`src/hw/rtl/cslm_pkg.sv`:
```
`default_nettype none
package cslm_pkg;

    localparam int NCNT = 11;
    localparam int NLVL = 5;
    localparam int CW   = 32;
    localparam int DW   = 16;
    localparam int GW   = 34;
    localparam int SW   = 35;
    localparam int JW   = 36;
    localparam int NW   = 45;
    localparam int QW   = 9;

    localparam logic [1:0] CFG_GFX_SPLIT    = 2'd0;
    localparam logic [1:0] CFG_DECAY_WEIGHT = 2'd1;
    localparam logic [1:0] CFG_CPU_COUNT    = 2'd2;

    typedef logic [NCNT-1:0][CW-1:0] cnt_arr_t;
    typedef logic [NLVL-1:0][NW-1:0] num_arr_t;
    typedef logic [NLVL-1:0][7:0] lvl_arr_t;

    typedef struct packed {
        logic rd_en;
        logic mul_en;
        logic upd_en;
        logic wr_en;
        logic primed;
    } lane_ctrl_t;

    typedef struct packed {
        logic grp_en;
        logic acc_en;
        logic num_en;
    } merge_ctrl_t;

    typedef struct packed {
        logic load;
        logic step;
    } div_ctrl_t;

endpackage
`default_nettype wire

```
`src/hw/rtl/cslm_div.sv`:
```
`default_nettype none
module cslm_div
    import cslm_pkg::*;
(
    input  wire logic          aclk,
    input  wire div_ctrl_t     ctrl,
    input  wire logic [NW-1:0] num,
    input  wire logic [SW-1:0] den,
    output logic      [7:0]    level
);
    logic [NW-1:0] rem_reg;
    logic [NW-1:0] den_reg;
    logic [QW-1:0] q_reg;
    logic          fits;

    assign fits = rem_reg >= den_reg;

    always_ff @(posedge aclk) begin
        if (ctrl.load) begin
            rem_reg <= num;
            den_reg <= NW'({den, 8'd0});
            q_reg   <= '0;
        end else if (ctrl.step) begin
            if (fits) begin
                rem_reg <= rem_reg - den_reg;
            end
            q_reg   <= {q_reg[QW-2:0], fits};
            den_reg <= den_reg >> 1;
        end
    end

    assign level = q_reg[QW-1] ? 8'hFF : q_reg[7:0];
endmodule
`default_nettype wire
```
`config.mk`:
```
export PLATFORM = sky130hd
export DESIGN_NAME = cslm_div
export DESIGN_NICKNAME = d
export VERILOG_FILES = /design/src/hw/rtl/cslm_pkg.sv /design/src/hw/rtl/cslm_div.sv
export SDC_FILE = /design/constraint.sdc
export NUM_CORES = 1
export LEC_CHECK = 0
export BUFFER_PORTS_ARGS = -buffer_cell sky130_fd_sc_hd__buf_2
export CORE_MARGIN = 2
export CORE_UTILIZATION = 55
export DETAILED_ROUTE_END_ITERATION = 7
export HOLD_SLACK_MARGIN = 0.03
export PLACE_DENSITY = 0.77
export SYNTH_ARGS = -nofsm -noshare
export SYNTH_HDL_FRONTEND = slang
export SYNTH_SLANG_ARGS = --single-unit
```
`constraint.sdc`:
```
create_clock -name aclk -period 11 [get_ports aclk]
set_input_delay 1.65 -clock aclk [delete_from_list [all_inputs] [get_ports aclk]]
set_output_delay 1.65 -clock aclk [all_outputs]
set_load 0.03 [all_outputs]
```
* After elaboration in Yosys (flattened, before gate mapping)
Cells that the tools add are included.
** Storage, ports and cells
- Register bits after elaboration :: 97
- Word-level logic and storage cells :: 15
- Output and inout port bits :: 8
** Cells by class
- $add $sub $neg :: 1
- Mux-type cells :: 6
- Order comparisons :: 1
- Reduce and logical (&&, ||, !) cells :: 3
** Operators with widths (number)
- $mux 45 :: 3
- $mux 43 :: 2
- $ge 45x43->1 :: 1
- $sub 45x43->45 :: 1
- $mux 8 :: 1
- $reduce_bool 2->1 :: 2
- $reduce_and 2->1 :: 1

* Longest topological paths before layout
- Word-level depth :: 4
- Depth in mapped cells :: 12
- Mapped depth without buffers :: 12

* Worst setup path before layout
OpenSTA, ideal clock, no wires.
- Path kind :: input to register
- Start :: input port ctrl[1] (netlist name)
- End :: register rem_reg[0] (enable)
- Library setup time :: 460 ps
- Setup slack :: 5615 ps
- Arrival time :: 4925 ps
- Stages on the path :: 4
- Buffers on the path :: 2
- Path through :: clkbuf_1 > buf_2 > or2_2 > a21boi_1
** Between the ends
- Longest elaborated chain between the ends :: 2
- Elaborated cells on any way between the ends :: 3
- Those cells by class :: 3 x reduce/logical
** Ends and longest elaborated chain
- from (decl) :: line cslm_div.sv:6 : input wire div_ctrl_t ctrl,
- $reduce_bool 2->1 (no line)
- $reduce_and 2->1 (no line) *
- to (signal assigned) :: line cslm_div.sv:20 : rem_reg <= num;
- to (signal assigned) :: line cslm_div.sv:25 : rem_reg <= rem_reg - den_reg;
- to (decl) :: line cslm_div.sv:11 : logic [NW-1:0] rem_reg;
Every way passes the cells marked *; elsewhere a longest branch is shown, timed or not.
A chain may end at the register's enable or synchronous reset.

* Worst setup path after layout
- Start :: input port ctrl[0] (netlist name)
- End :: register rem_reg[42] (enable)
** Between the ends
- Longest elaborated chain between the ends :: 2
** Ends and longest elaborated chain
- $reduce_bool 2->1 (no line)
- $reduce_and 2->1 (no line)
No other way between the ends.

==> flow_metrics.env <==
export IMPL_outcome="complete, no violations"
export IMPL_clock_latency_on_the_worst_skew_pair_ns=0.35
export IMPL_h_tree_depth=3
export IMPL_flip_flop_count_of_the_largest_register_after_layout=45
export IMPL_synth_net_count=882
export IMPL_static_leakage_power_nw=3.23
export IMPL_route_vias_total=5641
export IMPL_dp_hpwl_um=10800
export IMPL_finalNonFillerCells=970
export IMPL_finish_net_count=945
export IMPL_syn_avg_cell_area_um2=8.89
export IMPL_timing_worst_slew_pin_value_ns=0.973
export IMPL_max_cap_violations=0
export IMPL_antenna_cells=0
export IMPL_effective_utilization_at_floorplan_pct=56.1
export IMPL_die_height_um=114
export IMPL_routedWlPerCell_um=15.2
export IMPL_die_area_um2=13100
export IMPL_async_reset_ff_share_pct=0
export IMPL_clock_skew_ns=0.0113
export IMPL_routed_wl_met2_um=6890
export IMPL_netlist_instances=755
export IMPL_setup_worst_path_end_class="register"
export IMPL_timing_critical_path_slowest_stage_cell="or2_2"
export IMPL_crit_buf_inv=2
export IMPL_ys_dominant_reg_cell="edfxtp_1"
export IMPL_grt_util_all_layers_pct=23.6
export IMPL_drt_wl_total_um=14700
export IMPL_ir_worst_vdd_uv=112
export IMPL_remaining_drc_errors=0
export IMPL_placed_cells_incl_taps=954
export IMPL_drt_pre_antenna_iters=5
export IMPL_clk_path_buf_depth=2
export IMPL_die_width_um=114
export IMPL_power_density_cell_area_nw_per_um2=255
export IMPL_cp_required_ns=10.98
export IMPL_viasPerCell=5.82
export IMPL_cts_hold_buf=0
export IMPL_netlist_top_cells_count="nand2_1, edfxtp_1, o21ai_0"
export IMPL_post_synth_num_cell_types=59
export IMPL_flow_area_growth_from_synthesis_pct=11.5
export IMPL_multi_input_gate_area_um2=3610
export IMPL_num_rows=40
export IMPL_synth_top_cell_area_share_pct=35.8
export IMPL_yosys_cell_count_top_type="nand2_1"
export IMPL_cts_buffers=9
export IMPL_synth_largest_area_cell="edfxtp_1"
export IMPL_min_period_ns=4.03
export IMPL_tritoncts_clock_tree="done"
export IMPL_clock_fmax_ghz=0.248
export IMPL_netlist_area_um2=6710
export IMPL_synth_enable_flop_cells=80
export IMPL_worst_slew_margin_rel_pct=35.2
export IMPL_grt_start_max_net_pins=104
export IMPL_grt_overflow_total=0
export IMPL_worstPathCellList="buf_2 -> or2_2 -> a21boi_4 -> buf_4"
export IMPL_critical_path_arrival_ns=4.01
export IMPL_yosys_top_cells_area="edfxtp_1, ha_1, nand2_1"
export IMPL_fillCellCount=1012
export IMPL_hold_viol=0
export IMPL_maxSlewViolCount=0
export IMPL_floorplan_io_pins=91
export IMPL_synth_seq_area_share_pct=40.8
export IMPL_drt_antenna_violating_nets=0
export IMPL_final_period_utilization_pct=36.6
export IMPL_layout_cells_sized_above_1_pct=15.6
export IMPL_detail_route_iter0_violations=378
export IMPL_globalplace_congestion=0.922
export IMPL_detailroute_wirelength_met3_um=794
export IMPL_type_of_origin_of_the_critical_path="primary input"
export IMPL_crit_path_max_incr_delay_ns=0.84
export IMPL_seqCellArea_um2=2740
export IMPL_clkTransAtPathRegs_ns=0.06
export IMPL_clock_root_buffer="clkbuf_16"
export IMPL_first_global_vias=5568
export IMPL_post_cts_setup_buffer_count=0
export IMPL_io_buffer_count=90
export IMPL_crit_path_max_fanout=43
export IMPL_synth_warning_count=0
export IMPL_worst_path_dominant_cell_family="buffers and inverters"
export IMPL_setup_viol_count_final=0
export IMPL_clkSinkCount=97
export IMPL_top_layer="met4"
export IMPL_drt_met1_wl_um=6820
export IMPL_totalNegativeSetupSlack_ns=0
export IMPL_core_region_area_um2=12000
export IMPL_worst_hold_path_type="register to register"
export IMPL_worstSetupPathType="primary input to register"
export IMPL_grt_pass1_wl_um=25100
export IMPL_antenna_violations_before_repair=0
export IMPL_synth_ff_latch_count=97
export IMPL_post_cts_resized=0
export IMPL_rsz0062_at_grt="false"
area by class of cell:
type                    count  area share (%)
multi-input cells         559            48.2
flip-flops and latches     97            36.6
repair buffers             93            6.35
clock buffers              15            3.44
inverters                  58            2.91
well taps                 147            2.46
clock inverters             1          0.0668
power by group:
part	switching, mW	internal [mW]
Clock	0.132	0.160
Sequential	0.0390	0.531
Combinational	0.630	0.420
Total	0.801	1.11
routing by layer:
layer	track usage [%]	vias to the layer above
li1	-	2846
met5	0	-
met2	38.2	172
met3	4.76	19
met4	8.21	0
met1	31.5	2604
worst paths after layout:
| check | from | end | slack (ns) | cells after the start |
|---|---|---|---|---|
| hold reg to reg | q_reg[4] | q_reg[4] | 0.52 | 2 |
| setup reg to reg | den_reg[8] | rem_reg[42] | 7.19 | 12 |
| setup / recovery | ctrl[0] | rem_reg[42] | 6.97 | 4 |
| hold / removal | q_reg[4] | q_reg[4] | 0.52 | 2 |
logic make-up (layout without fill, tap and decap cells):
family                     count (synthesis)  count (layout)  share of synthesized area, %
AOI/OAI and AO/OA                        228             228                          22.1
DFF                                       97              97                          40.8
adders and majority gates                 44              44                          8.31
and+or+nand+nor                          234             234                          15.8
buffers and inverters                     99             167                          5.61
muxes                                     20              20                          3.00
xor gates and xnor gates                  33              33                          4.30
placed cells by master, fill, tap and decap left out, drive strengths merged, types with 3 or more instances in the layout:
cell and count:
a211oi 11, a21boi 5, a21o 16, a21oi 49, a22o 17, a31oi 7, and2 4, and3 5
buf 93, clkbuf 15, dfxtp 17, edfxtp 80, ha 43, inv 58, mux2i 19, nand2 107
nand2b 4, nand3 17, nand4 11, nor2 48, nor2b 6, nor3 8, nor4 6, o211ai 3
o21a 8, o21ai 79, o21bai 11, o311ai 3, o31ai 3, or2 11, or4 3, xnor2 18
xor2 15
through the flow:
step | utilization (%) | cell area (µm²) | worst slack [ns] | hold WS (ns) | total power, mW
finish | 62.6 | 7490 | 6.97 | 0.517 | 1.91
global route | 62.6 | 7490 | 6.74 | 0.552 | 2.06
CTS | 62.6 | 7490 | 6.91 | 0.524 | 1.91
detailed placement | 60.4 | 7230 | 6.54 | 0.507 | 1.61
global placement | 60.4 | 7230 | 6.62 | 0.485 | 1.58
floorplan | - | 6710 | 5.62 | 0.465 | 1.39
worst min-delay path, cell delays in order, from the launching register on:
cell,delay (ns)
dfxtp_1,0.34
mux2i_1,0.07
nor2_1,0.07
Note: power is estimated with default switching activity, not from simulation.
