[config.mk]
export PLATFORM = sky130hd
export DESIGN_NAME = cslm_merge
export DESIGN_NICKNAME = d
export VERILOG_FILES = /design/src/hw/rtl/cslm_pkg.sv /design/src/hw/rtl/cslm_merge.sv
export SDC_FILE = /design/constraint.sdc
export NUM_CORES = 2
export LEC_CHECK = 0
export BUFFER_PORTS_ARGS = -buffer_cell sky130_fd_sc_hd__buf_4
export CAP_MARGIN = 5
export CELL_PAD_IN_SITES_DETAIL_PLACEMENT = 0
export CELL_PAD_IN_SITES_GLOBAL_PLACEMENT = 1
export CORE_MARGIN = 2
export CORE_UTILIZATION = 29
export DETAILED_ROUTE_END_ITERATION = 16
export PLACE_DENSITY_LB_ADDON = 0.1
export SLEW_MARGIN = 20
export SYNTH_ARGS = -nofsm -noshare
export SYNTH_HDL_FRONTEND = slang
export SYNTH_SLANG_ARGS = --single-unit
export TNS_END_PERCENT = 30
[constraint.sdc]
create_clock -name aclk -period 12.55 [get_ports aclk]
set_input_delay 3.1375 -clock aclk [delete_from_list [all_inputs] [get_ports aclk]]
set_output_delay 3.1375 -clock aclk [all_outputs]
set_load 0.01 [all_outputs]
[src/hw/rtl/cslm_pkg.sv]
`default_nettype none
package cslm_pkg;

    localparam int NCNT = 11;
    localparam int NLVL = 5;
    localparam int CW   = 32;
    localparam int DW   = 16;
    localparam int GW   = 34;
    localparam int SW   = 35;
    localparam int JW   = 36;
    localparam int NW   = 45;
    localparam int QW   = 9;

    localparam logic [1:0] CFG_GFX_SPLIT    = 2'd0;
    localparam logic [1:0] CFG_DECAY_WEIGHT = 2'd1;
    localparam logic [1:0] CFG_CPU_COUNT    = 2'd2;

    typedef logic [NCNT-1:0][CW-1:0] cnt_arr_t;
    typedef logic [NLVL-1:0][NW-1:0] num_arr_t;
    typedef logic [NLVL-1:0][7:0] lvl_arr_t;

    typedef struct packed {
        logic rd_en;
        logic mul_en;
        logic upd_en;
        logic wr_en;
        logic primed;
    } lane_ctrl_t;

    typedef struct packed {
        logic grp_en;
        logic acc_en;
        logic num_en;
    } merge_ctrl_t;

    typedef struct packed {
        logic load;
        logic step;
    } div_ctrl_t;

endpackage
`default_nettype wire

[src/hw/rtl/cslm_merge.sv]
`default_nettype none
module cslm_merge
    import cslm_pkg::*;
(
    input  wire logic        aclk,
    input  wire merge_ctrl_t ctrl,
    input  wire cnt_arr_t    avg,
    input  wire logic        gfx_split,
    output num_arr_t         num,
    output logic [SW-1:0]    den
);
    logic [GW-1:0] g_rest_reg, g_user_reg, g_sys_reg, g_intr_reg, g_io_reg, g_gfx_reg;
    logic [SW-1:0] sum_raw;
    logic [SW-1:0] sum_reg;
    logic [JW-1:0] j_next [NLVL];
    logic [JW-1:0] j_reg [NLVL];
    logic [JW-1:0] io_add, gfx_add;
    num_arr_t      num_reg;

    assign sum_raw = SW'(g_rest_reg) + SW'(g_user_reg) + SW'(g_sys_reg) + SW'(g_intr_reg);
    assign io_add  = JW'(g_io_reg) + (gfx_split ? '0 : JW'(g_gfx_reg));
    assign gfx_add = gfx_split ? JW'(g_gfx_reg) : '0;

    always_comb begin
        j_next[0] = JW'(g_user_reg);
        j_next[1] = j_next[0] + JW'(g_sys_reg);
        j_next[2] = j_next[1] + JW'(g_intr_reg);
        j_next[3] = j_next[2] + io_add;
        j_next[4] = j_next[3] + gfx_add;
    end

    always_ff @(posedge aclk) begin
        if (ctrl.grp_en) begin
            g_rest_reg <= GW'(avg[0]) + GW'(avg[3]);
            g_user_reg <= GW'(avg[1]);
            g_sys_reg  <= GW'(avg[2]) + GW'(avg[4]);
            g_intr_reg <= GW'(avg[5]);
            g_io_reg   <= GW'(avg[6]) + GW'(avg[7]) + GW'(avg[8]);
            g_gfx_reg  <= GW'(avg[9]) + GW'(avg[10]);
        end
        if (ctrl.acc_en) begin
            sum_reg <= (sum_raw == '0) ? SW'(1) : sum_raw;
            for (int k = 0; k < NLVL; k++) begin
                j_reg[k] <= j_next[k];
            end
        end
        if (ctrl.num_en) begin
            for (int k = 0; k < NLVL; k++) begin
                num_reg[k] <= (NW'({j_reg[k], 8'd0}) - NW'(j_reg[k])) + NW'(sum_reg >> 1);
            end
        end
    end

    assign num = num_reg;
    assign den = sum_reg;
endmodule
`default_nettype wire

Word-level counts from Yosys, hierarchy flattened. Memories as Yosys holds them, arrays and structs flattened. Index checks and enable logic that the tools add are counted.

Flip-flop bits (word level): 460. RAM bits: 180. Input port bits: 357. Output and inout port bits: 260. Memories: 1.

Add/subtract/negate cells: 23. Multiplexer cells: 4. Reduce and logical (&&, ||, !) cells: 1.

Memory list: j_reg (depth 5, bits a word 36, rd ports 5, clocked after memory_dff 0, wr ports 5, RTL line cslm_merge.sv:16) `logic [JW-1:0] j_reg [NLVL];`.

Operator list (number): $add A45 B34 Y45 (5); $sub A44 B36 Y45 (5); $add A32 B32 Y33 (4); $mux W34 (2); $add A35 B32 Y36 (1); $add A36 B34 Y36 (1); $add A36 B35 Y36 (1); $add A32 B34 Y35 (1); $add A34 B32 Y35 (1); $add A34 B34 Y35 (1); $add A35 B32 Y35 (1); $add A35 B34 Y35 (1); $logic_not A35 Y1 (1); $add A33 B32 Y34 (1); $mux W1 (2).

Logic depth before layout (Yosys ltp).
Depth after elaboration: 4. Depth in mapped cells: 42. Gate-level depth less buffers: 42.

Worst setup path before layout. Ideal clock, no wire load.

Kind: input-to-reg. Start point: input gfx_split. End point: memory j_reg[4][35], in the netlist j_reg[0][179], data pin. Library setup time: 0.264 ns. Data arrival time: 8.479 ns. Data required time: 12.286 ns. Setup slack: 3.807 ns. Stages: 27. Cell sequence: clkbuf_1 > clkbuf_1 > nand2b_1 > fa_1 > inv_1 > ha_1 > fa_1 > a21o_1 > a21oi_1 > nand2b_1 > and3_1 > o311ai_0 > nand2_1 > o21ai_0 > a21o_1 > a21oi_1 > xnor2_1 > ha_1 > a21o_1 > a21oi_1 > o21ai_0 > or4_1 > a31o_2 > a21o_1 > a21boi_0 > nand3b_1 > xnor2_1.

RTL lines: start: declaration (RTL line cslm_merge.sv:8) `input wire logic gfx_split,`; end: declaration (RTL line cslm_merge.sv:16).

==> results.py <==
metrics = {
    "timing": {
        "rsz0062_at_grt": "no",
        "timing.setup.tns_ns": 0,
        "maxSlewViolCount": 0,
        "slew-limit-headroom": 0.304,
        "max_freq_ghz": 0.101,
        "period_minus_slack_ns": 9.89,
        "setup-violations-final": 0,
        "tightest_slew_ns": 1.04,
        "hold_viol_final": 0,
        "fin_skew_ns": 0.0473,
        "period_share": 0.788,
    },
    "critical_path": {
        "cp.arrival_ns": 10.31,
        "start_kind": "register",
        "worstPathRequired_ns": 12.97,
        "worst-setup-path-type": "reg2reg",
        "crit_slowest_cell": "or4_1",
        "crit_path_end_kind": "register",
        "cp_common_cell": "a21o_1",
        "cpPeakStageDelay_ns": 0.52,
        "critPathMaxFanout": 7,
    },
    "routing": {
        "vias": 38100,
        "wl_mm": 178,
        "post_drt_wl_per_cell_um": 22.0,
        "drt-initial-drc-count": 1867,
        "route.detailed.drc": 0,
        "viasPerCell": 4.72,
        "final_antenna_net_count": 0,
        "first_pass_iters": 5,
    },
    "synthesis": {
        "postSynth.asyncResetShare": 0,
        "ys_seq_area_frac": 0.366,
        "synth_cell_types": 89,
        "synth_top_flop_cell": "edfxtp_1",
        "synth_fp_nets": 6167,
        "yosysWarnings": 0,
        "synth-edff-count": 630,
        "avgSynthCellArea_um2": 10.4,
        "synth_cells": 4985,
        "synth_area_mm2": 0.0517,
        "ys_ff_latch": 630,
    },
    "clock_tree": {
        "cts_hold_buf": 0,
        "clkTransAtPathRegs_ns": 0.05,
        "cts-root-buf": "clkbuf_16",
        "clock_latency_ns": 0.71,
        "cts.repair.resized": 0,
        "cts_tree": "yes",
        "post_cts_buffers": 0,
        "clock_path_buffers": 3,
        "h-tree-depth": 3,
        "cts_buffers": 82,
        "cts_sinks": 630,
    },
    "layout": {
        "nNetsFinal": 6846,
        "area_growth_syn_to_layout_pct": 19.8,
        "largest_reg_flops": 225,
        "drive_above_1_share": 0.142,
    },
    "run_status": {
        "outcome": "finished clean",
    },
    "grt": {
        "gr-total-overflow": 0,
        "antenna_found_initial": 6,
        "grt_max_degree": 85,
        "grt_pass1_wl_mm": 258,
        "grt_pass1_vias": 40500,
        "grt_usage": 0.194,
    },
    "die": {
        "core-area_mm2": 0.176,
        "rows": 154,
        "initial_core_util": 0.293,
        "ioPinCount": 617,
        "fp.dieW_um": 426,
        "dieArea_mm2": 0.182,
        "die_y_um": 426,
    },
    "place": {
        "io_buffers": 616,
        "place_congestion": 0.870,
        "dp_hpwl_mm": 154,
    },
    "job": {
        "maxCapViolCount": 0,
    },
    "hold_path": {
        "min_path_type": "reg2reg",
    },
}
## per-stage QoR
step	hold slack [ns]	instances	instance area [um^2]	util	setup slack, ns
after global placement	0.502	7920	59200	0.336	2.67
after detailed placement	0.515	7920	59200	0.336	2.67
after floorplan	0.493	4985	51700	-	3.81
after global routing	0.549	8067	61900	0.351	2.06
after CTS	0.533	8066	61900	0.351	2.61
final	0.524	8069	61900	0.351	2.66
## critical path: cells and delay by family, from the launching register on
family | cells | cell delay, ns
DFF | 1 | 0.43
adders and majority gates | 6 | 2.21
and+or+nand+nor | 4 | 0.87
buffers and inverters | 2 | 0.18
AOI/OAI and AO/OA | 25 | 5.21
xor gates and xnor gates | 4 | 0.70
## cell usage after synthesis (109+ instances only)
cell      count  area (um^2)
nor2_1      264          991
a21oi_1     426         2130
xor2_1      109          955
ha_1        554         6930
o21ai_0     227         1140
fa_1        271         5430
xnor2_1     327         2860
edfxtp_1    630        18900
a21o_1      261         1960
nand2b_1    110          688
nand2_1     189          709
inv_1       708         2660
## cell type report
cell class | count | area, um^2
Clock buffer | 94 | 2140
Inverter | 708 | 2660
Multi-Input combinational cell | 3607 | 29900
Clock inverter | 52 | 534
Antenna cell | 3 | 7.51
Timing Repair Buffer | 635 | 4790
Sequential cell | 630 | 18900
Fill cell | 18200 | 115000
Tap cell | 2340 | 2930
## placed cells by master, fill, tap and decap left out, types with 16 or more instances in the layout
cell and count:
inv_1 708, buf_4 632, edfxtp_1 630, ha_1 554, a21oi_1 426, xnor2_1 327, fa_1 271, nor2_1 264
a21o_1 261, o21ai_0 227, nand2_1 189, nand2b_1 110, xor2_1 109, clkbuf_16 84, nor3_1 72, nand3_1 72
o21bai_1 71, nor2b_1 68, o21a_1 64, and2_1 53, and3_1 47, nand4_1 44, a31oi_1 37, a211oi_1 33
a21boi_0 19, or3_1 19, o31ai_1 18, or2_2 17, clkinv_1 17, o211ai_1 16
## logic make-up after synthesis
family / after synthesis / synth area share
xor+xnor: 436 / 0.0739
buf+inv: 748 / 0.0546
fa+ha+maj: 825 / 0.239
mux: 3 / 0.000630
simple gates: 1018 / 0.100
flops: 630 / 0.366
compound gates: 1325 / 0.165
## layer usage
metal	track usage	wire length, um
met5	0	16
met4	0.0639	5700
met3	0.0274	6450
met2	0.366	93800
met1	0.221	71900
## path summary, 6_finish.rpt
kind                       from             to  slack (ns)  depth (start not counted)
setup / recovery  g_user_reg[0]  j_reg[0][179]        2.66                         41
hold / removal    g_user_reg[0]    j_reg[0][0]        0.52                          0
setup reg to reg  g_user_reg[0]  j_reg[0][179]        2.66                         41
hold reg to reg   g_user_reg[0]    j_reg[0][0]        0.52                          0
Power is left out: the tool's default activity adds up to more than one toggle a clock period on the data nets, which glitch-free logic cannot reach.
